File: config.mk
export PLATFORM = sky130hd
export DESIGN_NAME = gti_recip
export DESIGN_NICKNAME = d
export VERILOG_FILES = /design/src/rtl/gti_pkg.sv /design/src/rtl/gti_recip.sv
export VERILOG_INCLUDE_DIRS = /design/src /design/src/rtl
export SDC_FILE = /design/constraint.sdc
export NUM_CORES = 1
export LEC_CHECK = 0
export CORE_UTILIZATION = 44
export CTS_BUF_LIST = sky130_fd_sc_hd__clkbuf_8
export DETAILED_ROUTE_END_ITERATION = 6
export DONT_BUFFER_PORTS = 1
export GPL_ROUTABILITY_DRIVEN = 0
export MAX_ROUTING_LAYER = met4
export PLACE_DENSITY_LB_ADDON = 0.08
export SYNTH_ARGS = -nofsm -noshare
export SYNTH_HDL_FRONTEND = slang
export SYNTH_SLANG_ARGS = --single-unit
File: constraint.sdc
create_clock -name clk -period 2.7 [get_ports clk]
set_input_delay 0.54 -clock clk [delete_from_list [all_inputs] [get_ports clk]]
set_output_delay 0.54 -clock clk [all_outputs]
set_load 0.005 [all_outputs]
File: src/rtl/gardner_timing_interpolator_defines.svh
// Assertion helpers shared by the timing interpolator RTL.
`ifndef GARDNER_TIMING_INTERPOLATOR_DEFINES_SVH
`define GARDNER_TIMING_INTERPOLATOR_DEFINES_SVH
`ifndef SYNTH
`define GTI_ASSERT_IMP(lbl, ante, cons) \
	lbl: assert property (@(posedge clk) disable iff (!arst_n) (ante) |-> (cons)) \
		else $error("gti: implication check failed");
`define GTI_ASSERT_NXT(lbl, ante, cons) \
	lbl: assert property (@(posedge clk) disable iff (!arst_n) (ante) |=> (cons)) \
		else $error("gti: next-cycle check failed");
`else
`define GTI_ASSERT_IMP(lbl, ante, cons)
`define GTI_ASSERT_NXT(lbl, ante, cons)
`endif
`endif

File: src/rtl/gti_pkg.sv
`timescale 1ns / 1ps
package gti_pkg;
	localparam int SAMPLE_BITS = 16;
	localparam int PHASE_BITS  = 20;
	localparam int GAIN_BITS   = 22;
	localparam int SPS_BITS    = 8;
	localparam int ERR_BITS    = 32;
	localparam int CORR_SHIFT  = 15;
	localparam int MAX_SPS     = 12;
	localparam int SPS_RESET   = 10;
	localparam int QUEUE_DEPTH = 2;
	localparam int CFG_IDX_BITS = 2;
	localparam logic [PHASE_BITS-1:0] NOM_RESET = PHASE_BITS'((1 << PHASE_BITS) / SPS_RESET);

	typedef enum logic [CFG_IDX_BITS-1:0] {
		CFG_ENABLE = 2'd0,
		CFG_SPS    = 2'd1,
		CFG_FORCE  = 2'd2,
		CFG_GAIN   = 2'd3
	} cfg_idx_t;

	typedef struct packed {
		logic                        enable;
		logic [SPS_BITS-1:0]         sps;
		logic                        force_high_rate;
		logic signed [GAIN_BITS-1:0] gain;
	} cfg_t;

	typedef enum logic [1:0] {
		CMD_PASS = 2'd0,
		CMD_LOAD = 2'd1,
		CMD_STEP = 2'd2
	} cmd_kind_t;

	typedef struct packed {
		cmd_kind_t                     kind;
		logic signed [SAMPLE_BITS-1:0] x_i;
		logic signed [SAMPLE_BITS-1:0] x_q;
		logic                          last;
		logic                          pre;
	} cmd_t;
endpackage

File: src/rtl/gti_recip.sv
`timescale 1ns / 1ps
`include "gardner_timing_interpolator_defines.svh"
module gti_recip (
	input  logic                                clk,
	input  logic                                arst_n,
	input  logic                                start,
	input  logic [gti_pkg::SPS_BITS-1:0]        sps,
	output logic [gti_pkg::PHASE_BITS-1:0]      nom,
	output logic                                busy
);
	localparam int CNT_BITS = $clog2(gti_pkg::PHASE_BITS + 1);

	logic                              busy_q;
	logic [CNT_BITS-1:0]               cnt_q;
	logic [gti_pkg::SPS_BITS-1:0]      rem_q;
	logic [gti_pkg::PHASE_BITS-1:0]    quo_q;
	logic [gti_pkg::PHASE_BITS-1:0]    nom_q;
	logic                              dbit;
	logic [gti_pkg::SPS_BITS:0]        trial;
	logic [gti_pkg::SPS_BITS:0]        rem_n;
	logic                              ge;
	logic [gti_pkg::PHASE_BITS-1:0]    quo_n;

	// restoring division of 2^PHASE_BITS by sps, one quotient bit per cycle
	assign dbit  = (cnt_q == CNT_BITS'(gti_pkg::PHASE_BITS));
	assign trial = {rem_q, dbit};
	assign ge    = (trial >= {1'b0, sps});
	assign rem_n = ge ? (trial - {1'b0, sps}) : trial;
	assign quo_n = {quo_q[gti_pkg::PHASE_BITS-2:0], ge};

	always_ff @(posedge clk or negedge arst_n) begin
		if (!arst_n) begin
			busy_q <= 1'b0;
			cnt_q  <= '0;
			nom_q  <= gti_pkg::NOM_RESET;
		end else if (start) begin
			busy_q <= 1'b1;
			cnt_q  <= CNT_BITS'(gti_pkg::PHASE_BITS);
		end else if (busy_q) begin
			if (cnt_q == '0) begin
				busy_q <= 1'b0;
				nom_q  <= quo_n;
			end else begin
				cnt_q <= cnt_q - 1'b1;
			end
		end
	end

	always_ff @(posedge clk) begin
		if (start) begin
			rem_q <= '0;
			quo_q <= '0;
		end else if (busy_q) begin
			rem_q <= rem_n[gti_pkg::SPS_BITS-1:0];
			quo_q <= quo_n;
		end
	end

	assign nom  = nom_q;
	assign busy = busy_q;

	`GTI_ASSERT_NXT(a_start_busy, start, busy_q)
endmodule

; Word-level counts from Yosys, hierarchy flattened
; Cells that the tools add are included.
[totals]
reg_bits = 53
inputBits = 11
output_inout_bits = 21
[classes]
n_addsub = 2
n_lt_le_gt_ge = 1
eq_ne = 2
n_mux = 7
bitwise_logic = 1
reduce_logical = 4
[op_table]
columns = op, count
row1 = $mux 5, 3
row2 = $ge 9x8->1, 1
row3 = $mux 8, 1
row4 = $sub 8x8->8, 1
row5 = $eq 5x5->1 const B, 1
row6 = $logic_not 5->1, 1
row7 = $sub 5x1->5 const B, 1
row8 = $mux 1, 3
row9 = $reduce_and 3->1, 1
row10 = $ne 2x2->1 const B, 1
row11 = $reduce_and 2->1, 1
row12 = $reduce_bool 2->1, 1
row13 = $not 1->1, 1

; Logic depth before layout (Yosys ltp)
; Gate-level depths: netlist of the first run.
[logic_depth]
ltp_word = 4
mapped_depth = 10
depth_no_buf = 10

; Least setup slack after synthesis of the first run
; No wires, ideal clock.
[synth_timing]
kind = reg-to-reg
startpoint = register cnt_q[0]
endpoint = register rem_q[6] (netlist bit)
setup_ns = 0.152
t_arrival_ns = 2.301
t_required_ns = 2.548
setup_slack_ns = 0.247
stages_incl_launch_ff = 11
n_path_buf = 0
synth_period_minus_slack_ns = 2.453
path_cell_list = dfrtp_1 inv_1 ha_1 nand4b_1 ha_1 fa_1 nand2b_1 a21o_1 a2111oi_0 a21boi_0 a311oi_1
[synth_via]
elab_chain_cells = 3
[synth_lines]
columns = element, line_no
row1 = from (decl), gti_recip.sv:14  ; logic [CNT_BITS-1:0] cnt_q;
row2 = from (signal assigned), gti_recip.sv:38  ; cnt_q <= CNT_BITS'(gti_pkg::PHASE_BITS);
row3 = from (signal assigned), gti_recip.sv:44  ; cnt_q <= cnt_q - 1'b1;
row4 = $eq 5x5->1 (*), gti_recip.sv:25  ; assign dbit = (cnt_q == CNT_BITS'(gti_pkg::PHASE_BITS));
row5 = $sub 8x8->8 / $ge 9x8->1 (equally long branches), "gti_recip.sv:28, gti_recip.sv:27"
row6 = $mux 8 (*), gti_recip.sv:28  ; assign rem_n = ge ? (trial - {1'b0, sps}) : trial;
row7 = to (signal assigned), gti_recip.sv:54  ; rem_q <= rem_n[gti_pkg::SPS_BITS-1:0];
row8 = to (decl), gti_recip.sv:15  ; logic [gti_pkg::SPS_BITS-1:0] rem_q;
; Every way passes the cells marked *; elsewhere a longest branch is shown, timed or not.
; A chain may end at the register's enable or synchronous reset.

; Worst setup path after layout of the first run
; Ends and elaborated chain as after synthesis.

==> results of run 1 <==
registers in the layout (all words and copies together), names as in the netlist:
signal / flops
busy: 1
nom: 20
cnt_q: 5
rem_q: 8
quo_q: 19
layer usage:
metal	wire length, µm	part of all wire, %	vias to the layer above
met5	0	0	-
met4	38	0.77	0
met3	236	4.8	5
met2	2240	45	31
met1	2440	49	844
li1	-	-	864
repair_timing:
action | 4_1_cts | 5_1_grt
hold buffers | 1 | 0
hold endpoints to repair | 17 | 0
endpoints found under the setup margin | 0 | 1
resized for setup | 0 | 8
critical path: cells and delay by family (launching register included):
| family | cells | cell delay (ps) |
|---|---|---|
| buf+inv | 1 | 110 |
| simple gates | 2 | 300 |
| compound gates | 4 | 790 |
| fa+ha+maj | 3 | 850 |
| flops | 1 | 390 |
cell usage after synthesis, drive strengths merged (3+ instances only):
| cell type | instances |
|---|---|
| ha | 10 |
| a311oi | 3 |
| dfstp | 9 |
| xor2 | 3 |
| nand2 | 11 |
| a2111oi | 3 |
| nand3 | 6 |
| mux2i | 19 |
| a21oi | 5 |
| buf | 7 |
| mux2 | 19 |
| dfrtp | 17 |
| clkbuf | 4 |
| dfxtp | 27 |
| a31oi | 3 |
| nor2 | 32 |
| or3 | 3 |
| inv | 14 |
| o21ai | 9 |
| nand2b | 5 |
cell families (layout without fill, tap and decap cells):
group | after synthesis | in the layout
compound gates | 42 | 42
xor+xnor | 4 | 4
fa+ha+maj | 11 | 11
buf+inv | 25 | 28
flops | 53 | 53
mux | 38 | 38
simple gates | 69 | 69
final cells by class:
class | instances | area share (%)
clock inverter | 2 | 1.22
tap | 72 | 3.26
timing repair buffer | 6 | 1.72
multi-input combinational | 164 | 45.4
clock buffer | 6 | 2.99
sequential | 53 | 43.5
inverter | 14 | 1.90
worst paths after layout:
kind                                            from                     to  slack [ps]  cells past startpoint
worst max-delay path            cnt_q[0]$_DFFE_PN0P_  rem_q[6]$_SDFFE_PP0P_         170                     10
worst min-delay path                          arst_n     nom[4]$_DFFE_PN1P_          60                      0
worst max register to register  cnt_q[0]$_DFFE_PN0P_  rem_q[6]$_SDFFE_PP0P_         170                     10
worst min register to register    nom[0]$_DFFE_PN1P_     nom[0]$_DFFE_PN1P_         500                      2
max in group asynchronous                     arst_n     nom[2]$_DFFE_PN0P_        1360                      1
min in group clk                               start   cnt_q[3]$_DFFE_PN0P_         290                      1
where the power goes:
part | switching (W) | leakage (nW) | total [W] | internal [W]
Combinational | 0.000465 | 0.698 | 0.000852 | 0.000387
Sequential | 0.0000879 | 0.532 | 0.000983 | 0.000895
Clock | 0.000252 | 0.0626 | 0.000551 | 0.000299
through the flow:
stage	hold WS [ps]	setup slack (ps)	utilization, %
floorplan	244	247	-
global placement	245	119	47.2
detailed placement	245	68.6	47.2
CTS	55.9	55.5	49.5
global route	39.7	30.3	49.9
finish	65.0	171	49.9
==> impl_metrics.toml, run 1 <==
[drt]
ant_nets = 0
drc_errors = 0
drtIter0Drc = 138
drt_pass1_iterations = 4
post_drt_wl_per_cell_um = 15.6
via_per_inst = 5.50
num_vias = 1744
drt-total-wl_um = 4950

[setup_path]
cp_common_cell = "ha_2"
required_ps = 2910
crit_path_start_kind = "flop"
path_cells = "inv_1, ha_2, nand4b_1, ha_2, fa_1, nand2b_4, a2111oi_2, a2111oi_1, a21boi_2, a311oi_1"
crit_type = "reg -> reg"
critPathCaptureType = "flop"
cpPeakStageDelay_ps = 400
cp_slowest_cell = "fa_1"
critical_path_arrival_ps = 2740
worst-path-max-fanout = 4

[finish]
multi_input_area_um2 = 1260
regArea_um2 = 1200
final_area_um2 = 2770
fin_cells = 317
final_common_cell = "nor2_1"
antenna_cells = 0
num-fill-cells = 517
final_cell_mix = "32 x nor2_1, 27 x dfxtp_1, 19 x mux2_2, 19 x mux2i_1, 17 x dfrtp_1"
syn_to_final_growth_pct = 9.19
drive_above_1_share_pct = 21.2
nets = 266

[floorplan]
die_w_um = 77.9
io-pin-count = 32
fp.dieArea_um2 = 6060
core_um2 = 5540
die-height_um = 77.9
placementRows = 27
start_util_pct = 45.7

[global_route]
grt_pass1_vias = 1694
grt_util_met1_pct = 24.0
grt_use_met3_pct = 5.18
grt_first_pass_wirelength_um = 8420
antenna_found_initial = 0
grt.overflow.total = 0
top_usage_layer = "met2"
use_met2_pct = 28.0
grt_use_total_pct = 18.5
grt_start_max_net_pins = 38

[timing]
relSlewSlack_pct = 41.3
clock_skew_ps = 10.6
tns_ps = 0
period_needed_ps = 2530
rsz0062_at_grt = "no"
hold_violations = 0
setup_violations = 0
worst_pin_slew_ps = 877
slew_violations = 0
fmax_ghz = 0.395
final.period_utilization_pct = 93.7

[clock_network]
cts.sinks = 53
root_buffer = "clkbuf_8"
clk_latency_ps = 300
ctsHtreeMaxLevel = 2
postCtsSetupBuffers = 0
cts_buffers = 5
clk_pin_slew_worst_paths_ps = 100
cts_buffer_depth = 2
cts_tree = "yes"

[min_path]
hold_class = "in -> async"

[placement]
dpl_cell_area_um2 = 2620
dp_hpwl_um = 3230
post-place-cells = 308
portBuffers = 0

[synthesis]
ys_top_cells_by_area = "dfxtp_1 21%, dfrtp_1 17%, dfstp_2 9.3%"
syn-num-nets = 264
async_flop_share_pct = 49.1
yosys_warnings = 0
synth.distinct_cells = 48
synth_top_cell_by_area = "dfxtp_1"
netlist_area_um2 = 2530
synth_edf_count = 0
synth_compound_area_share_pct = 12.5
synthAdderAreaFrac_pct = 5.73
yosys_most_used_dff = "dfxtp_1"
avgSynthCellArea_um2 = 10.5
synth-seq-cells = 53
synthCells = 242
yosysTopAreaCellShare_pct = 21.3
yosys.area_share.simple_pct = 13.1
yosys-mux-area-fraction_pct = 16.0
synthXorXnorAreaFrac_pct = 1.38
synth_top_family_by_area = "multiplexers"
ys_seq_area_share_pct = 47.5

[power_and_ir_drop]
irDropWorstVdd_mv = 0.363
p_leak_nw = 1.29
p_total_w = 0.00239
power.density_nw_per_um2 = 863

[run_status]
outcome = "complete, no violations"

[job]
max_cap_viol_count = 0
(Power assumes the default switching activity.)
==> inputs of run 2 (changes only) <==
--- a/config.mk
+++ b/config.mk
@@ -6,6 +6,8 @@
 export SDC_FILE = /design/constraint.sdc
 export NUM_CORES = 1
 export LEC_CHECK = 0
+export CELL_PAD_IN_SITES_DETAIL_PLACEMENT = 0
+export CELL_PAD_IN_SITES_GLOBAL_PLACEMENT = 1
 export CORE_UTILIZATION = 44
 export CTS_BUF_LIST = sky130_fd_sc_hd__clkbuf_8
 export DETAILED_ROUTE_END_ITERATION = 6
==> run 2 against run 1 <==
Register-to-register slack about the same. Via count increased by 2.8%. Final cell count increased by 0.32%.
==> impl_metrics.toml, run 2 (synthesized netlist as in run 1, its figures left out) <==
[finish]
drive_above_1_share_pct = 21.5
nets = 267
largest_reg_flops = 20
final_area_um2 = 2770
antenna_cells = 0
syn_to_final_growth_pct = 9.29
final_common_cell = "nor2_1"
final_cell_mix = "32 x nor2_1, 27 x dfxtp_1, 19 x mux2_2, 19 x mux2i_1, 17 x dfrtp_1"
num-fill-cells = 542

[clock_network]
root_buffer = "clkbuf_8"
cts.sinks = 53
clk_pin_slew_worst_paths_ps = 90
ctsHtreeMaxLevel = 2
cts_tree = "yes"
cts_buffer_depth = 2
clk_latency_ps = 300
cts_buffers = 5

[timing]
clock_skew_ps = 6.45
final.period_utilization_pct = 93.9
period_needed_ps = 2540
setup_violations = 0
fmax_ghz = 0.394
slew_violations = 0
relSlewSlack_pct = 39.0
tns_ps = 0
hold_violations = 0
worst_pin_slew_ps = 912

[setup_path]
path_cells = "inv_1, ha_4, nand4b_1, ha_2, fa_1, nand2b_4, a2111oi_4, a2111oi_2, a21boi_2, a311oi_1"
crit_path_start_kind = "flop"
critPathCaptureType = "flop"
worst-path-max-fanout = 4
r2r_cells = 10
required_ps = 2910
cpPeakStageDelay_ps = 410
cp_slowest_cell = "fa_1"
critical_path_arrival_ps = 2740
crit_type = "reg -> reg"

[drt]
drt_pass1_iterations = 4
ant_nets = 0
drt-total-wl_um = 5140
num_vias = 1793
drtIter0Drc = 69
via_per_inst = 5.64
drc_errors = 0
post_drt_wl_per_cell_um = 16.2

[placement]
dpl_cell_area_um2 = 2620
dp_hpwl_um = 3440
portBuffers = 0

[global_route]
top_usage_layer = "met2"
grt_util_met1_pct = 23.8
grt_use_met3_pct = 3.76
grt_start_max_net_pins = 38
grt_use_total_pct = 18.5
antenna_found_initial = 0
use_met2_pct = 29.0
grt_pass1_vias = 1766
grt.overflow.total = 0
grt_first_pass_wirelength_um = 8560

[power_and_ir_drop]
irDropWorstVdd_mv = 0.353
power.density_nw_per_um2 = 835
p_leak_nw = 1.29

[run_status]
outcome = "complete, no violations"

[min_path]
hold_class = "in -> async"

[floorplan]
die-height_um = 77.9
die_w_um = 77.9
start_util_pct = 45.7
fp.dieArea_um2 = 6060
core_um2 = 5540
placementRows = 27
io-pin-count = 32

[job]
max_cap_viol_count = 0
==> run 2: worst max-delay path, delay by kind of cell (launching register included) <==
family	cells	cell delay (ps)
buffers and inverters	1	120
flip-flops	1	390
adder cells (fa/ha/maj)	3	810
AO/OA/AOI/OAI	4	800
AND/OR/NAND/NOR	2	320
==> run 2: layer usage <==
layer | routed length (µm) | up-vias
met2 | 2500 | 38
li1 | - | 866
met1 | 2400 | 883
met3 | 184 | 6
met5 | 0 | -
met4 | 51 | 0
==> run 2: layout make-up <==
class	count	area, µm²	area share, %
Sequential cell	53	1200	43.4
Inverter	14	52.6	1.90
Clock buffer	5	68.8	2.49
Tap cell	72	90.1	3.25
Timing Repair Buffer	7	55.1	1.99
Clock inverter	3	15.0	0.542
Multi-Input combinational cell	164	1280	46.4
==> run 2: final timing paths <==
check                                        from               endpoint  slack [ps]
setup / recovery             cnt_q[0]$_DFFE_PN0P_  rem_q[6]$_SDFFE_PP0P_         160
hold / removal                             arst_n     nom[4]$_DFFE_PN1P_          80
setup reg to reg             cnt_q[0]$_DFFE_PN0P_  rem_q[6]$_SDFFE_PP0P_         160
hold reg to reg            quo_q[18]$_SDFFE_PP0P_    nom[19]$_DFFE_PN0P_         500
max in group asynchronous                  arst_n     nom[2]$_DFFE_PN0P_        1320
min in group clk                            start  quo_q[5]$_SDFFE_PP0P_         300
==> run 2: metrics by stage <==
step | worst slack (ps) | power, W | util, % | instances | hold slack [ps]
detailed placement | 26.5 | 0.00180 | 47.2 | 308 | 245
CTS | 12.6 | 0.00224 | 48.9 | 317 | 63.7
floorplan | 247 | 0.00160 | - | 242 | 244
global placement | 112 | 0.00178 | 47.2 | 308 | 246
finish | 165 | 0.00231 | 50.0 | 318 | 76.8
global route | -14.7 | 0.00247 | 50.0 | 318 | 44.3
==> run 2: power by group <==
group	leakage, nW	internal, W	switching, W
clock	0.0467	0.000176	0.000240
combinational	0.707	0.000411	0.000498
sequential	0.532	0.000895	0.0000922
total	1.29	0.00148	0.000830
==> run 2: timing repair <==
item / 4_1_cts / 5_1_grt
endpoints found under the setup margin: 0 / 1
hold buffers: 1 / 0
resized for setup: 0 / 11
hold endpoints to repair: 17 / 0
setup buffers: 0 / 1
==> inputs of run 3 (changes only) <==
--- a/config.mk
+++ b/config.mk
@@ -14,7 +14,7 @@
 export DONT_BUFFER_PORTS = 1
 export GPL_ROUTABILITY_DRIVEN = 0
 export MAX_ROUTING_LAYER = met4
-export PLACE_DENSITY_LB_ADDON = 0.08
+export PLACE_DENSITY = 0.79
 export SYNTH_ARGS = -nofsm -noshare
 export SYNTH_HDL_FRONTEND = slang
 export SYNTH_SLANG_ARGS = --single-unit
==> run 3 against run 2 <==
Clock power up 7.5%. Flip-flop and latch count unchanged. Power down 0.37%. Wire length down 4.8%. Die area unchanged. Critical path type unchanged. Critical endpoint unchanged. Highest routed layer unchanged.
==> impl_metrics.toml, run 3 (synthesized netlist as in run 1, its figures left out) <==
[drt]
drt-total-wl_um = 4890
drt_pass1_iterations = 4
num_vias = 1723
via_per_inst = 5.44
ant_nets = 0
drtIter0Drc = 71
drc_errors = 0
post_drt_wl_per_cell_um = 15.4

[clock_network]
clk_latency_ps = 310
cts_buffer_depth = 2
clk_pin_slew_worst_paths_ps = 100
ctsHtreeMaxLevel = 2
cts_buffers = 5
cts_tree = "yes"
cts.sinks = 53
root_buffer = "clkbuf_8"

[timing]
slew_violations = 0
tns_ps = 0
final.period_utilization_pct = 94.9
setup_violations = 0
relSlewSlack_pct = 44.8
hold_violations = 0
clock_skew_ps = 9.42
rsz0062_at_grt = "no"
fmax_ghz = 0.390
fin_ws_ps = 137
period_needed_ps = 2560
worst_pin_slew_ps = 826

[setup_path]
crit_type = "reg -> reg"
worst-path-max-fanout = 4
path_cells = "inv_1, ha_2, nand4b_1, ha_2, fa_1, nand2b_4, a2111oi_4, a2111oi_2, a21boi_2, a311oi_1"
cp_common_cell = "ha_2"
crit_family = "adder cells"
critPathCaptureType = "flop"
cp_slowest_cell = "fa_1"
crit_path_start_kind = "flop"
path_buf_inv = 1
path_depth = 10
r2r_cells = 10
cpPeakStageDelay_ps = 400
critical_path_arrival_ps = 2790
required_ps = 2920

[finish]
num-fill-cells = 518
multi_input_area_um2 = 1270
regArea_um2 = 1200
final_common_cell = "nor2_1"
final_cell_mix = "32 x nor2_1, 27 x dfxtp_1, 19 x mux2_2, 19 x mux2i_1, 17 x dfrtp_1"
final_area_um2 = 2760
fin_cells = 317
largest_reg_flops = 20
nets = 266
drive_above_1_share_pct = 22.0
antenna_cells = 0
syn_to_final_growth_pct = 8.84

[placement]
place_ws_ps = -6.49
dpl_cell_area_um2 = 2610
dp_hpwl_um = 3240
portBuffers = 0
post-place-cells = 307

[floorplan]
placementRows = 27
fp.dieArea_um2 = 6060
io-pin-count = 32
core_um2 = 5540
start_util_pct = 45.7
die-height_um = 77.9
die_w_um = 77.9

[power_and_ir_drop]
irDropWorstVdd_mv = 0.419
power.density_nw_per_um2 = 836
p_leak_nw = 1.28
p_total_w = 0.00230

[global_route]
grt_start_max_net_pins = 38
grt_util_met1_pct = 22.5
top_usage_layer = "met2"
use_met2_pct = 27.9
grt.overflow.total = 0
grt_use_total_pct = 18.0
grt_first_pass_wirelength_um = 8220
grt_pass1_vias = 1679
grt_use_met3_pct = 4.71
antenna_found_initial = 0

[run_status]
outcome = "complete, no violations"

[job]
max_cap_viol_count = 0

[min_path]
hold_class = "in -> async"
-- run 3: changes by cell type in the layout (fill, tap and decap cells not counted) --
cell      before  now
clkinv_2       0    1
inv_1         16   14
ha_4           1    0
ha_2           1    2
inv_6          0    1
buf_4          6    5
-- run 3: report_power, final --
part	leakage [nW]	internal, W	switching (W)
Clock	0.0445	0.000184	0.000262
Combinational	0.700	0.000399	0.000474
Sequential	0.532	0.000895	0.0000897
-- run 3: metrics by stage --
step / hold WS [ps] / utilization [%]
detailed placement: 245 / 47.1
floorplan: 244 / -
CTS: 53.9 / 48.9
global placement: 245 / 47.1
global route: 41.3 / 49.8
finish: 64.7 / 49.8
-- run 3: final cells by class --
class                           instances  area share, %
Inverter                               14           1.91
Multi-Input combinational cell        164           46.2
Clock buffer                            5           2.50
Sequential cell                        53           43.6
Tap cell                               72           3.27
Clock inverter                          3          0.772
Timing Repair Buffer                    6           1.72
-- run 3: worst reg2reg max path: cells and delay by family (launching register included) --
family | cells | cell delay, ps
buffers and inverters | 1 | 120
DFF | 1 | 380
AOI/OAI and AO/OA | 4 | 810
adders and majority gates | 3 | 860
and+or+nand+nor | 2 | 320
-- run 3: metal layers --
layer	vias up	wire (µm)
met5	-	0
met4	0	68
met3	5	216
met2	30	2250
met1	825	2350
li1	863	-
-- run 3: path summary, 6_finish.rpt --
kind | slack (ps) | end | start
hold reg to reg | 490 | nom[0]$_DFFE_PN1P_ | nom[0]$_DFFE_PN1P_
setup / recovery | 140 | rem_q[6]$_SDFFE_PP0P_ | cnt_q[0]$_DFFE_PN0P_
min in group clk | 290 | rem_q[0]$_SDFFE_PP0P_ | start
hold / removal | 60 | nom[15]$_DFFE_PN1P_ | arst_n
max in group asynchronous | 1420 | nom[10]$_DFFE_PN0P_ | arst_n
setup reg to reg | 140 | rem_q[6]$_SDFFE_PP0P_ | cnt_q[0]$_DFFE_PN0P_
-- run 3: timing repair --
action	in CTS	in global routing
hold buffers	1	0
gates resized for setup	3	8
endpoints found under the hold margin	17	0
endpoints found under the setup margin	1	1
buffers inserted	0	1
pin swaps	0	1
