`src/rtl/gardner_timing_interpolator_defines.svh`:
```
// Assertion helpers shared by the timing interpolator RTL.
`ifndef GARDNER_TIMING_INTERPOLATOR_DEFINES_SVH
`define GARDNER_TIMING_INTERPOLATOR_DEFINES_SVH
`ifndef SYNTH
`define GTI_ASSERT_IMP(lbl, ante, cons) \
	lbl: assert property (@(posedge clk) disable iff (!arst_n) (ante) |-> (cons)) \
		else $error("gti: implication check failed");
`define GTI_ASSERT_NXT(lbl, ante, cons) \
	lbl: assert property (@(posedge clk) disable iff (!arst_n) (ante) |=> (cons)) \
		else $error("gti: next-cycle check failed");
`else
`define GTI_ASSERT_IMP(lbl, ante, cons)
`define GTI_ASSERT_NXT(lbl, ante, cons)
`endif
`endif

```
`src/rtl/gti_pkg.sv`:
```
`timescale 1ns / 1ps
package gti_pkg;
	localparam int SAMPLE_BITS = 16;
	localparam int PHASE_BITS  = 20;
	localparam int GAIN_BITS   = 22;
	localparam int SPS_BITS    = 8;
	localparam int ERR_BITS    = 32;
	localparam int CORR_SHIFT  = 15;
	localparam int MAX_SPS     = 12;
	localparam int SPS_RESET   = 10;
	localparam int QUEUE_DEPTH = 2;
	localparam int CFG_IDX_BITS = 2;
	localparam logic [PHASE_BITS-1:0] NOM_RESET = PHASE_BITS'((1 << PHASE_BITS) / SPS_RESET);

	typedef enum logic [CFG_IDX_BITS-1:0] {
		CFG_ENABLE = 2'd0,
		CFG_SPS    = 2'd1,
		CFG_FORCE  = 2'd2,
		CFG_GAIN   = 2'd3
	} cfg_idx_t;

	typedef struct packed {
		logic                        enable;
		logic [SPS_BITS-1:0]         sps;
		logic                        force_high_rate;
		logic signed [GAIN_BITS-1:0] gain;
	} cfg_t;

	typedef enum logic [1:0] {
		CMD_PASS = 2'd0,
		CMD_LOAD = 2'd1,
		CMD_STEP = 2'd2
	} cmd_kind_t;

	typedef struct packed {
		cmd_kind_t                     kind;
		logic signed [SAMPLE_BITS-1:0] x_i;
		logic signed [SAMPLE_BITS-1:0] x_q;
		logic                          last;
		logic                          pre;
	} cmd_t;
endpackage

```
`src/rtl/gti_if.sv`:
```


interface gti_out_if;
	logic                                   valid;
	logic                                   ready;
	logic signed [gti_pkg::SAMPLE_BITS-1:0] out_i;
	logic signed [gti_pkg::SAMPLE_BITS-1:0] out_q;
	logic                                   out_last;

	modport source (output valid, output out_i, output out_q, output out_last, input ready);
	modport sink (input valid, input out_i, input out_q, input out_last, output ready);
endinterface

```
`src/rtl/gti_back.sv`:
```
`timescale 1ns / 1ps
`include "gardner_timing_interpolator_defines.svh"
module gti_back (
	input  logic                                 clk,
	input  logic                                 arst_n,
	input  logic                                 fifo_empty,
	input  gti_pkg::cmd_t                        head,
	output logic                                 pop,
	input  logic signed [gti_pkg::GAIN_BITS-1:0] gain,
	input  logic [gti_pkg::PHASE_BITS-1:0]       nom,
	gti_out_if.source                            results
);
	localparam int SB = gti_pkg::SAMPLE_BITS;
	localparam int PB = gti_pkg::PHASE_BITS;
	localparam int EB = gti_pkg::ERR_BITS;
	localparam int MB = SB + 1 + PB + 1;
	localparam int GB = gti_pkg::GAIN_BITS + EB;

	typedef enum logic [7:0] {
		S_IDLE  = 8'b0000_0001,
		S_INT   = 8'b0000_0010,
		S_SUM   = 8'b0000_0100,
		S_ERR   = 8'b0000_1000,
		S_ADD   = 8'b0001_0000,
		S_GAIN  = 8'b0010_0000,
		S_PHASE = 8'b0100_0000,
		S_OUT   = 8'b1000_0000
	} state_t;

	typedef enum logic [2:0] {
		PASS_PRE  = 3'b001,
		PASS_MAIN = 3'b010,
		PASS_POST = 3'b100
	} pass_t;

	state_t state_q;
	pass_t  pass_q;
	logic   out_v_q;
	logic   fire;
	logic [PB-1:0] phase_q;

	logic signed [SB-1:0] h0_i_q, h0_q_q, h1_i_q, h1_q_q, h2_i_q, h2_q_q;
	logic signed [SB-1:0] cur_i_q, cur_q_q;
	gti_pkg::cmd_kind_t   cur_kind_q;
	logic                 cur_last_q;
	logic                 cur_pre_q;
	logic signed [SB-1:0] y_i_q, y_q_q;
	logic signed [MB-1:0] mi_q, mq_q;
	logic signed [EB-1:0] ei_q, eq_q, e_q;
	logic [PB-1:0]        corr_q;
	logic signed [SB-1:0] out_i_q, out_q_q;
	logic                 out_last_q;

	logic signed [SB-1:0] a_i, a_q, b_i, b_q, far_i, far_q, dr_i, dr_q;
	logic signed [SB:0]   d_i, d_q;
	logic signed [PB:0]   frac;
	logic signed [MB-1:0] mi, mq;
	logic signed [EB-1:0] ei, eq;
	logic signed [GB-1:0] gp;

	// interpolation operands: pending error uses (k-1, k), current result (k, k+1)
	assign a_i   = (pass_q == PASS_PRE) ? h1_i_q : h2_i_q;
	assign a_q   = (pass_q == PASS_PRE) ? h1_q_q : h2_q_q;
	assign b_i   = (pass_q == PASS_PRE) ? h2_i_q : cur_i_q;
	assign b_q   = (pass_q == PASS_PRE) ? h2_q_q : cur_q_q;
	assign d_i   = {b_i[SB-1], b_i} - {a_i[SB-1], a_i};
	assign d_q   = {b_q[SB-1], b_q} - {a_q[SB-1], a_q};
	assign frac  = {1'b0, phase_q};
	assign mi    = d_i * frac;
	assign mq    = d_q * frac;

	assign far_i = (pass_q == PASS_PRE) ? h0_i_q : h1_i_q;
	assign far_q = (pass_q == PASS_PRE) ? h0_q_q : h1_q_q;
	assign dr_i  = cur_i_q - far_i;
	assign dr_q  = cur_q_q - far_q;
	assign ei    = dr_i * y_i_q;
	assign eq    = dr_q * y_q_q;
	assign gp    = gain * e_q;

	assign pop  = (state_q == S_IDLE) && !fifo_empty;
	assign fire = (state_q == S_OUT) && (!out_v_q || results.ready);

	always_ff @(posedge clk or negedge arst_n) begin
		if (!arst_n) begin
			state_q <= S_IDLE;
			pass_q  <= PASS_MAIN;
			out_v_q <= 1'b0;
			phase_q <= '0;
			h0_i_q  <= '0;
			h0_q_q  <= '0;
			h1_i_q  <= '0;
			h1_q_q  <= '0;
			h2_i_q  <= '0;
			h2_q_q  <= '0;
		end else begin
			if (fire) begin
				out_v_q <= 1'b1;
			end else if (results.ready) begin
				out_v_q <= 1'b0;
			end
			unique case (state_q)
				S_IDLE: begin
					if (pop) begin
						unique case (head.kind)
							gti_pkg::CMD_PASS: state_q <= S_OUT;
							gti_pkg::CMD_LOAD: begin
								h0_i_q <= head.x_i;
								h0_q_q <= head.x_q;
								h1_i_q <= head.x_i;
								h1_q_q <= head.x_q;
								h2_i_q <= head.x_i;
								h2_q_q <= head.x_q;
							end
							gti_pkg::CMD_STEP: begin
								pass_q  <= head.pre ? PASS_PRE : PASS_MAIN;
								state_q <= S_INT;
							end
							default: state_q <= S_IDLE;
						endcase
					end
				end
				S_INT: state_q <= S_SUM;
				S_SUM: begin
					if (pass_q == PASS_PRE) begin
						state_q <= S_ERR;
					end else if (cur_last_q) begin
						pass_q  <= PASS_POST;
						state_q <= S_ERR;
					end else begin
						state_q <= S_OUT;
					end
				end
				S_ERR:  state_q <= S_ADD;
				S_ADD:  state_q <= S_GAIN;
				S_GAIN: state_q <= S_PHASE;
				S_PHASE: begin
					phase_q <= phase_q + nom + corr_q;
					if (pass_q == PASS_PRE) begin
						pass_q  <= PASS_MAIN;
						state_q <= S_INT;
					end else begin
						state_q <= S_OUT;
					end
				end
				S_OUT: begin
					if (fire) begin
						if (cur_kind_q == gti_pkg::CMD_STEP) begin
							h0_i_q <= h1_i_q;
							h0_q_q <= h1_q_q;
							h1_i_q <= h2_i_q;
							h1_q_q <= h2_q_q;
							h2_i_q <= cur_i_q;
							h2_q_q <= cur_q_q;
						end
						state_q <= S_IDLE;
					end
				end
				default: state_q <= S_IDLE;
			endcase
		end
	end

	always_ff @(posedge clk) begin
		if (pop) begin
			cur_kind_q <= head.kind;
			cur_i_q    <= head.x_i;
			cur_q_q    <= head.x_q;
			cur_last_q <= head.last;
			cur_pre_q  <= head.pre;
			y_i_q      <= head.x_i;
			y_q_q      <= head.x_q;
		end
		if (state_q == S_INT) begin
			mi_q <= mi;
			mq_q <= mq;
		end
		if (state_q == S_SUM) begin
			y_i_q <= a_i + mi_q[PB+SB-1:PB];
			y_q_q <= a_q + mq_q[PB+SB-1:PB];
		end
		if (state_q == S_ERR) begin
			ei_q <= ei;
			eq_q <= eq;
		end
		if (state_q == S_ADD) begin
			e_q <= ei_q + eq_q;
		end
		if (state_q == S_GAIN) begin
			corr_q <= gp[gti_pkg::CORR_SHIFT+PB-1:gti_pkg::CORR_SHIFT];
		end
		if (fire) begin
			out_i_q    <= y_i_q;
			out_q_q    <= y_q_q;
			out_last_q <= cur_last_q;
		end
	end

	assign results.valid    = out_v_q;
	assign results.out_i    = out_i_q;
	assign results.out_q    = out_q_q;
	assign results.out_last = out_last_q;

	`GTI_ASSERT_IMP(a_pre_needs_flag, (state_q != S_IDLE) && (pass_q == PASS_PRE), cur_pre_q)
	`GTI_ASSERT_NXT(a_step_starts, pop && (head.kind == gti_pkg::CMD_STEP), state_q == S_INT)
endmodule

```
`src/flat_wrapper.sv`:
```
// flat-port wrapper written by rule: the top's interface ports become plain ports
module gti_back_flat 
  (clk, arst_n, fifo_empty, head, pop, gain, nom, results_valid, results_out_i, results_out_q, results_out_last, results_ready);
  gti_out_if results_i ();
  input  logic clk;
  input  logic arst_n;
  input  logic fifo_empty;
  input  gti_pkg::cmd_t head;
  output logic pop;
  input  logic signed [gti_pkg::GAIN_BITS-1:0] gain;
  input  logic [gti_pkg::PHASE_BITS-1:0] nom;
  output wire logic [$bits(results_i.valid)-1:0] results_valid;
  output wire logic [$bits(results_i.out_i)-1:0] results_out_i;
  output wire logic [$bits(results_i.out_q)-1:0] results_out_q;
  output wire logic [$bits(results_i.out_last)-1:0] results_out_last;
  input wire logic [$bits(results_i.ready)-1:0] results_ready;
  assign results_valid = results_i.valid;
  assign results_out_i = results_i.out_i;
  assign results_out_q = results_i.out_q;
  assign results_out_last = results_i.out_last;
  assign results_i.ready = results_ready;
  gti_back u_core (.clk(clk), .arst_n(arst_n), .fifo_empty(fifo_empty), .head(head), .pop(pop), .gain(gain), .nom(nom), .results(results_i));
endmodule
```
`config.mk`:
```
export PLATFORM = sky130hd
export DESIGN_NAME = gti_back_flat
export DESIGN_NICKNAME = d
export VERILOG_FILES = /design/src/rtl/gti_pkg.sv /design/src/rtl/gti_if.sv /design/src/rtl/gti_back.sv /design/src/flat_wrapper.sv
export VERILOG_INCLUDE_DIRS = /design/src /design/src/rtl
export SDC_FILE = /design/constraint.sdc
export NUM_CORES = 2
export LEC_CHECK = 0
export ABC_AREA = 0
export BUFFER_PORTS_ARGS = -buffer_cell sky130_fd_sc_hd__buf_2
export CAP_MARGIN = 15
export CORE_ASPECT_RATIO = 2
export CORE_UTILIZATION = 55
export DETAILED_ROUTE_END_ITERATION = 8
export HOLD_SLACK_MARGIN = 0.03
export PLACE_DENSITY = 0.74
export REMOVE_ABC_BUFFERS = 1
export SLEW_MARGIN = 0
export SYNTH_ARGS = -nofsm -noshare
export SYNTH_HDL_FRONTEND = slang
export SYNTH_SLANG_ARGS = --single-unit
```
`constraint.sdc`:
```
create_clock -name clk -period 9.09 [get_ports clk]
set_input_delay 0 -clock clk [delete_from_list [all_inputs] [get_ports clk]]
set_output_delay 0 -clock clk [all_outputs]
set_load 0.1 [all_outputs]
```
== Yosys cells after proc, flatten, opt, wreduce, memory -nomap -nowiden ==
Index checks and enable logic that the tools add are counted.

* Bits in registers: 416
* Latch bits: 0
* Memory bits (writable): 0
* ROM bits: 0
* Bits of input ports: 82
* Output and inout port bits: 35
* Word-level logic and storage cells: 121
* Memories: 0

* Add/subtract/negate cells: 9
* Multipliers: 5
* Divide/modulo/power cells: 0
* $lt $le $gt $ge: 0
* Equality and inequality tests: 21
* Shift operators: 0
* Mux-type cells: 48
* Bitwise gates (word level): 0
* Reductions and logical operators: 13

{| class="wikitable"
|+ Operators by type and width
! kind !! number
|-
| $mux 16 || 26
|-
| $pmux 16 s2 || 6
|-
| $mul 17x21->36 || 2
|-
| $mul 16x16->32 || 2
|-
| $pmux 8 s8 || 1
|-
| $add 20x20->20 || 2
|-
| $mux 8 || 5
|-
| $mul 22x32->35 || 1
|-
| $sub 16x16->17 || 2
|-
| $add 16x16->16 || 2
|-
| $add 32x32->32 || 1
|-
| $sub 16x16->16 || 2
|-
| $pmux 8 s3 || 1
|-
| $mux 3 || 5
|-
| $ne 2x2->1 const B || 6
|-
| $pmux 3 s3 || 1
|-
| $eq 8x1->1 const B || 1
|-
| $eq 8x2->1 const B || 1
|-
| $eq 8x3->1 const B || 1
|-
| $eq 8x4->1 const B || 1
|-
| $eq 8x5->1 const B || 1
|-
| $eq 8x6->1 const B || 1
|-
| $eq 8x7->1 const B || 1
|-
| $eq 8x8->1 const B || 1
|-
| other kinds (15) || 23
|}

== Logic depth before layout (Yosys ltp) ==
* Depth in word-level cells: 5
* Gate-level depth with buffers: 45
* Mapped depth without buffers: 41

== Least setup slack after synthesis ==
No wires, ideal clock.

* Path kind: reg-to-reg
* From: register u_core.pass_q[2]
* To: register u_core.ei_q[31] (data pin)
* Library setup time: 0.265 ns
* Data arrival time: 9.299 ns
* Data required time: 8.825 ns
* Path slack: -0.474 ns
* Cell stages (with the launch flop): 37
* Path buffers: 3
* Period minus slack after synthesis: 9.564 ns
* Path through: dfrtp_1 > nor3_2 > clkbuf_1 > buf_1 > mux2i_1 > ha_1 > nor2b_1 > o21ai_0 > a21boi_0 > o21ai_0 > a21boi_0 > o2111ai_1 > nand3_1 > nand4_1 > a31oi_1 > nor3_2 > clkbuf_1 > o21ai_0 > fa_1 > inv_1 > fa_1 > fa_1 > inv_1 > fa_1 > fa_1 > fa_1 > inv_1 > ha_1 > inv_1 > o21bai_1 > a21o_1 > a21oi_1 > o21ai_0 > o221a_2 > o21ba_2 > o21ai_0 > a31oi_1

* Cells in the longest elaborated chain, start to end: 4

{| class="wikitable"
|+ Ends and longest elaborated chain
! what !! line !! text
|-
| start, declared || gti_back.sv:37 || <nowiki>pass_t pass_q;</nowiki>
|-
| start signal, assigned || gti_back.sv:115 || <nowiki>pass_q <= head.pre ? PASS_PRE : PASS_MAIN;</nowiki>
|-
| $eq 3x1->1 || gti_back.sv:72 || <nowiki>assign far_i = (pass_q == PASS_PRE) ? h0_i_q : h1_i_q;</nowiki>
|-
| $mux 16 || gti_back.sv:72 ||
|-
| $sub 16x16->16 || gti_back.sv:74 || <nowiki>assign dr_i = cur_i_q - far_i;</nowiki>
|-
| $mul 16x16->32 || gti_back.sv:76 || <nowiki>assign ei = dr_i * y_i_q;</nowiki>
|-
| via u_core.ei[31] || gti_back.sv:58 || <nowiki>logic signed [EB-1:0] ei, eq;</nowiki>
|-
| end signal, assigned || gti_back.sv:182 || <nowiki>ei_q <= ei;</nowiki>
|-
| end, declared || gti_back.sv:49 || <nowiki>logic signed [EB-1:0] ei_q, eq_q, e_q;</nowiki>
|}

The timed path passes the listed nets, and every way through them passes these cells.
A chain may end at the register's enable or synchronous reset.

== Worst setup path in the final report ==
* From: register u_core.pass_q[2]
* To: register u_core.mq_q[33] (data pin)

* Cells in the longest elaborated chain, start to end: 4
* Elaborated cells on any way between the ends: 5
* Classes of those cells: add/sub (1); mul (1); eq/ne (1); mux (2)

{| class="wikitable"
|+ Ends and longest elaborated chain
! what !! line !! text
|-
| $eq 3x1->1 (*) || gti_back.sv:63, gti_back.sv:65 ||
|-
| $mux 16 (on tied branches) || gti_back.sv:65, gti_back.sv:63 ||
|-
| $sub 16x16->17 (*) || gti_back.sv:67 || <nowiki>assign d_q = {b_q[SB-1], b_q} - {a_q[SB-1], a_q};</nowiki>
|-
| $mul 17x21->36 (*) || gti_back.sv:70 || <nowiki>assign mq = d_q * frac;</nowiki>
|-
| via u_core.mq[33] || gti_back.sv:57 || <nowiki>logic signed [MB-1:0] mi, mq;</nowiki>
|-
| end signal, assigned || gti_back.sv:175 || <nowiki>mq_q <= mq;</nowiki>
|-
| end, declared || gti_back.sv:48 || <nowiki>logic signed [MB-1:0] mi_q, mq_q;</nowiki>
|}

The timed path passes the listed nets; every way through them passes the cells marked *.

==> results.toml <==
[cells_and_area]
area_delta_synth_final_pct = 10.35
multi_input_area_um2 = 59600
final_nets = 10890
fill_cells = 11640
drive_above_1_share = 0.1028
sequential_cell_area_um2 = 10660

[sta]
setup-violations-final = 0
portion_of_the_clock_cycle_consumed_by_the_worst_path_in_the_final_layout = 0.9909
finalHoldViolations = 0
relSlewSlack = 0.2546
clock-skew-final_ps = 60.40
rsz0062_at_grt = "yes"
final_period_minus_worst_setup_slack_ps = 9007
setup_tns_ps = 0
timing_max_transition_violations_final = 0
clock.fmax_mhz = 111.0
worst_slew_pin_slew_ps = 1118

[detailed_routing]
first_iter_violations = 3389
drtPass1Iterations = 6
vias = 59460
met2RoutedLength_mm = 113.7
avg_vias_per_cell = 5.646
drcViolationCount = 0
route.layer.met1.wl_mm = 68.77
totalWireLength_mm = 217.5
remaining_number_of_nets_flagged_by_the_antenna_check_after_routing = 0
maxUsedRoutingLayer = "met5"
route.detailed.wl_per_inst_um = 20.65
dr_wl_met3_mm = 11.63

[placed_design]
io_buffer_count = 116
dp.final_hpwl_mm = 173.2
gp_congestion = 0.9763

[synth]
synth.cells.most_frequent = "sky130_fd_sc_hd__inv_1 (1803), sky130_fd_sc_hd__fa_1 (1520), sky130_fd_sc_hd__nand2_1 (1420)"
synth_enable_flop_cells = 248
per_instance_average_area_after_synthesis_um2 = 9.188
yosys.cell_count.top_type = "sky130_fd_sc_hd__inv_1"
share_of_yosys_cell_area_claimed_by_the_top_area_cell_type = 0.3943
synth_cells = 8400
netlist_area_um2 = 77180
synth-async-reset-ratio = 0.3404
ys_ff_latch = 376
ys_top_cells_by_area = "sky130_fd_sc_hd__fa_1 (39%), sky130_fd_sc_hd__ha_1 (11%), sky130_fd_sc_hd__edfxtp_1 (9.6%)"
yosysWarnings = 0
sequential_fraction_of_the_synthesis_area = 0.1380
synth_flop_cell = "sky130_fd_sc_hd__edfxtp_1"
netlist-cell-type-count = 86
synth.largest_area_cell = "sky130_fd_sc_hd__fa_1"

[setup_path]
worstSetupEndpointType = "register"
crit_top_cell = "sky130_fd_sc_hd__fa_1"
crit_required_ps = 9440
critPathSlowestCell = "sky130_fd_sc_hd__fa_1"
critical_path_startpoint_category = "register"
crit_path_start = "u_core.pass_q[2]"
worstPathMaxFanout = 6
critical-path-max-stage-delay_ps = 540
setup.worst_path.class = "register to register"
crit_arrival_ps = 9360
worst_r2r_startpoint = "u_core.pass_q[2]"

[grt]
largest_net_degree_at_the_start_of_global_routing = 113
vias_in_the_first_global_route = 65750
grt_antenna_before_repair = 14
gr-usage-all-layers = 0.3156
gr-total-overflow = 0
grt_first_pass_wirelength_mm = 342.2

[outcome]
outcome = "finished clean"

[clocking]
tritoncts.num_buffers = 39
ctsRootBufferMaster = "sky130_fd_sc_hd__clkbuf_16"
clock_tree.buffer_depth = 3
tritoncts_sinks = 376
tritoncts = "yes"
clk_latency_ps = 660
htree_depth = 2
path_clk_slew_ps = 70

[floorplanning]
num_rows = 194
ios = 117
coreArea_um2 = 139600
die_height_um = 531.8
die-area_um2 = 141900
die_width_um = 266.9
floorplan.initialDensity = 0.5530

[run]
drv_cap = 0

[hold_path]
hold_path_class = "input pin to register"
holdCritStartpoint = "nom[19]"
## logic make-up after synthesis
logic type               share of synthesized area
AO/OA/AOI/OAI                              0.06571
multiplexers                              0.005269
AND/OR/NAND/NOR                             0.1535
XOR/XNOR                                   0.03064
flip-flops                                  0.1380
adder cells (fa/ha/maj)                     0.5005
buffers and inverters                       0.1064
## cell type report
| class | count | share of cell area |
|---|---|---|
| flip-flops and latches | 376 | 0.1252 |
| multi-input cells | 5843 | 0.6998 |
| clock inverters | 19 | 0.002130 |
| inverters | 1804 | 0.07951 |
| diodes | 9 | 0.0002645 |
| clock buffers | 53 | 0.01305 |
| repair buffers | 565 | 0.05267 |
| well taps | 1862 | 0.02736 |
## registers in the layout, indices dropped and copies added, names as in the netlist, 2 cells and up
name                  count
u_core.h2_q_q            16
u_core.y_q_q             16
u_core.corr_q            20
u_core.cur_q_q           16
u_core.e_q               32
u_core.y_i_q             16
u_core.h0_q_q            16
u_core.state_q            8
u_core.cur_kind_q         2
u_core.cur_i_q           16
u_core.h1_q_q            16
u_core.mq_q              16
u_core.h1_i_q            16
u_core.ei_q              32
u_core.mi_q              16
u_core.phase_q           20
u_core.h0_i_q            16
u_core.pass_q             3
u_core.results.out_q     16
u_core.eq_q              32
u_core.results.out_i     16
u_core.h2_i_q            16
## critical path, delay by kind of cell, from the launching register on
kind	cells	cell delay, ps
AO/OA/AOI/OAI	16	2710
XOR/XNOR	1	150
adder cells (fa/ha/maj)	9	3800
buffers and inverters	7	530
flip-flops	1	430
AND/OR/NAND/NOR	7	1080
## per-layer routing
metal  track usage  up-vias
li1              -    25860
met1        0.3193    30230
met2        0.5646     2344
met3       0.03681     1016
met4        0.2816       10
met5             0        -
## placed cells by master, fill, tap and decap left out, types with 15 or more instances in the layout
cell type | netlist | layout
sky130_fd_sc_hd__inv_1 | 1803 | 1778
sky130_fd_sc_hd__fa_1 | 1520 | 1505
sky130_fd_sc_hd__nand2_1 | 1420 | 1407
sky130_fd_sc_hd__ha_1 | 655 | 635
sky130_fd_sc_hd__and2_1 | 521 | 519
sky130_fd_sc_hd__buf_4 | 1 | 353
sky130_fd_sc_hd__edfxtp_1 | 248 | 248
sky130_fd_sc_hd__o21ai_0 | 253 | 219
sky130_fd_sc_hd__a21oi_1 | 250 | 216
sky130_fd_sc_hd__xnor2_1 | 208 | 191
sky130_fd_sc_hd__nor2_1 | 189 | 176
sky130_fd_sc_hd__dfrtp_1 | 126 | 118
sky130_fd_sc_hd__buf_2 | 15 | 117
sky130_fd_sc_hd__nor2b_1 | 87 | 84
sky130_fd_sc_hd__a21o_1 | 77 | 77
sky130_fd_sc_hd__xor2_1 | 62 | 62
sky130_fd_sc_hd__nand2b_1 | 58 | 57
sky130_fd_sc_hd__nand3_1 | 52 | 48
sky130_fd_sc_hd__nor3_1 | 45 | 44
sky130_fd_sc_hd__clkbuf_16 | 0 | 44
sky130_fd_sc_hd__dlygate4sd3_1 | 0 | 43
sky130_fd_sc_hd__o21a_1 | 36 | 34
sky130_fd_sc_hd__mux2i_1 | 35 | 33
sky130_fd_sc_hd__a21oi_2 | 0 | 31
sky130_fd_sc_hd__nor3b_1 | 33 | 27
sky130_fd_sc_hd__buf_6 | 0 | 27
sky130_fd_sc_hd__and3_1 | 32 | 26
sky130_fd_sc_hd__o21bai_1 | 26 | 25
sky130_fd_sc_hd__inv_2 | 0 | 25
sky130_fd_sc_hd__or2_2 | 22 | 22
sky130_fd_sc_hd__o21ai_2 | 2 | 20
sky130_fd_sc_hd__o21ai_1 | 8 | 18
sky130_fd_sc_hd__or3_1 | 20 | 17
sky130_fd_sc_hd__buf_12 | 0 | 17
sky130_fd_sc_hd__fa_2 | 0 | 15
## final timing paths
| check | end | slack [ps] | cells after the start |
|---|---|---|---|
| worst max-delay path | u_core.mq_q[33] | 80 | 40 |
| worst min-delay path | u_core.phase_q[19] | 80 | 5 |
| worst max register to register | u_core.mq_q[33] | 80 | 40 |
| worst min register to register | u_core.h0_q_q[12] | 490 | 2 |
| max in group asynchronous | u_core.phase_q[4] | 7590 | 4 |
| min in group asynchronous | u_core.h0_q_q[5] | 390 | 3 |
## timing repair
item                                    4_1_cts  5_1_grt
hold buffers                                 44        0
gates cloned                                  0        6
buffers inserted                             11       63
endpoints found under the setup margin       30       57
pin swaps                                    24      167
hold endpoints to repair                    247        0
resized for setup                            63      266
## stage by stage
step / area [µm²] / setup slack, ps / cells / util / hold slack [ps]
final: 85160 / 82.77 / 10530 / 0.6102 / 79.55
after global routing: 85150 / -282.4 / 10530 / 0.6101 / 101.4
after CTS: 83490 / -12.69 / 10460 / 0.5982 / 64.02
after detailed placement: 81400 / -455.0 / 10330 / 0.5832 / 76.47
after global placement: 81400 / -278.9 / 10330 / 0.5832 / 68.48
after floorplan: 75740 / -4310 / 8023 / - / -295.6
Power is not shown: default switching activity piles up to over one toggle a cycle in this logic, so the estimate is an artifact.
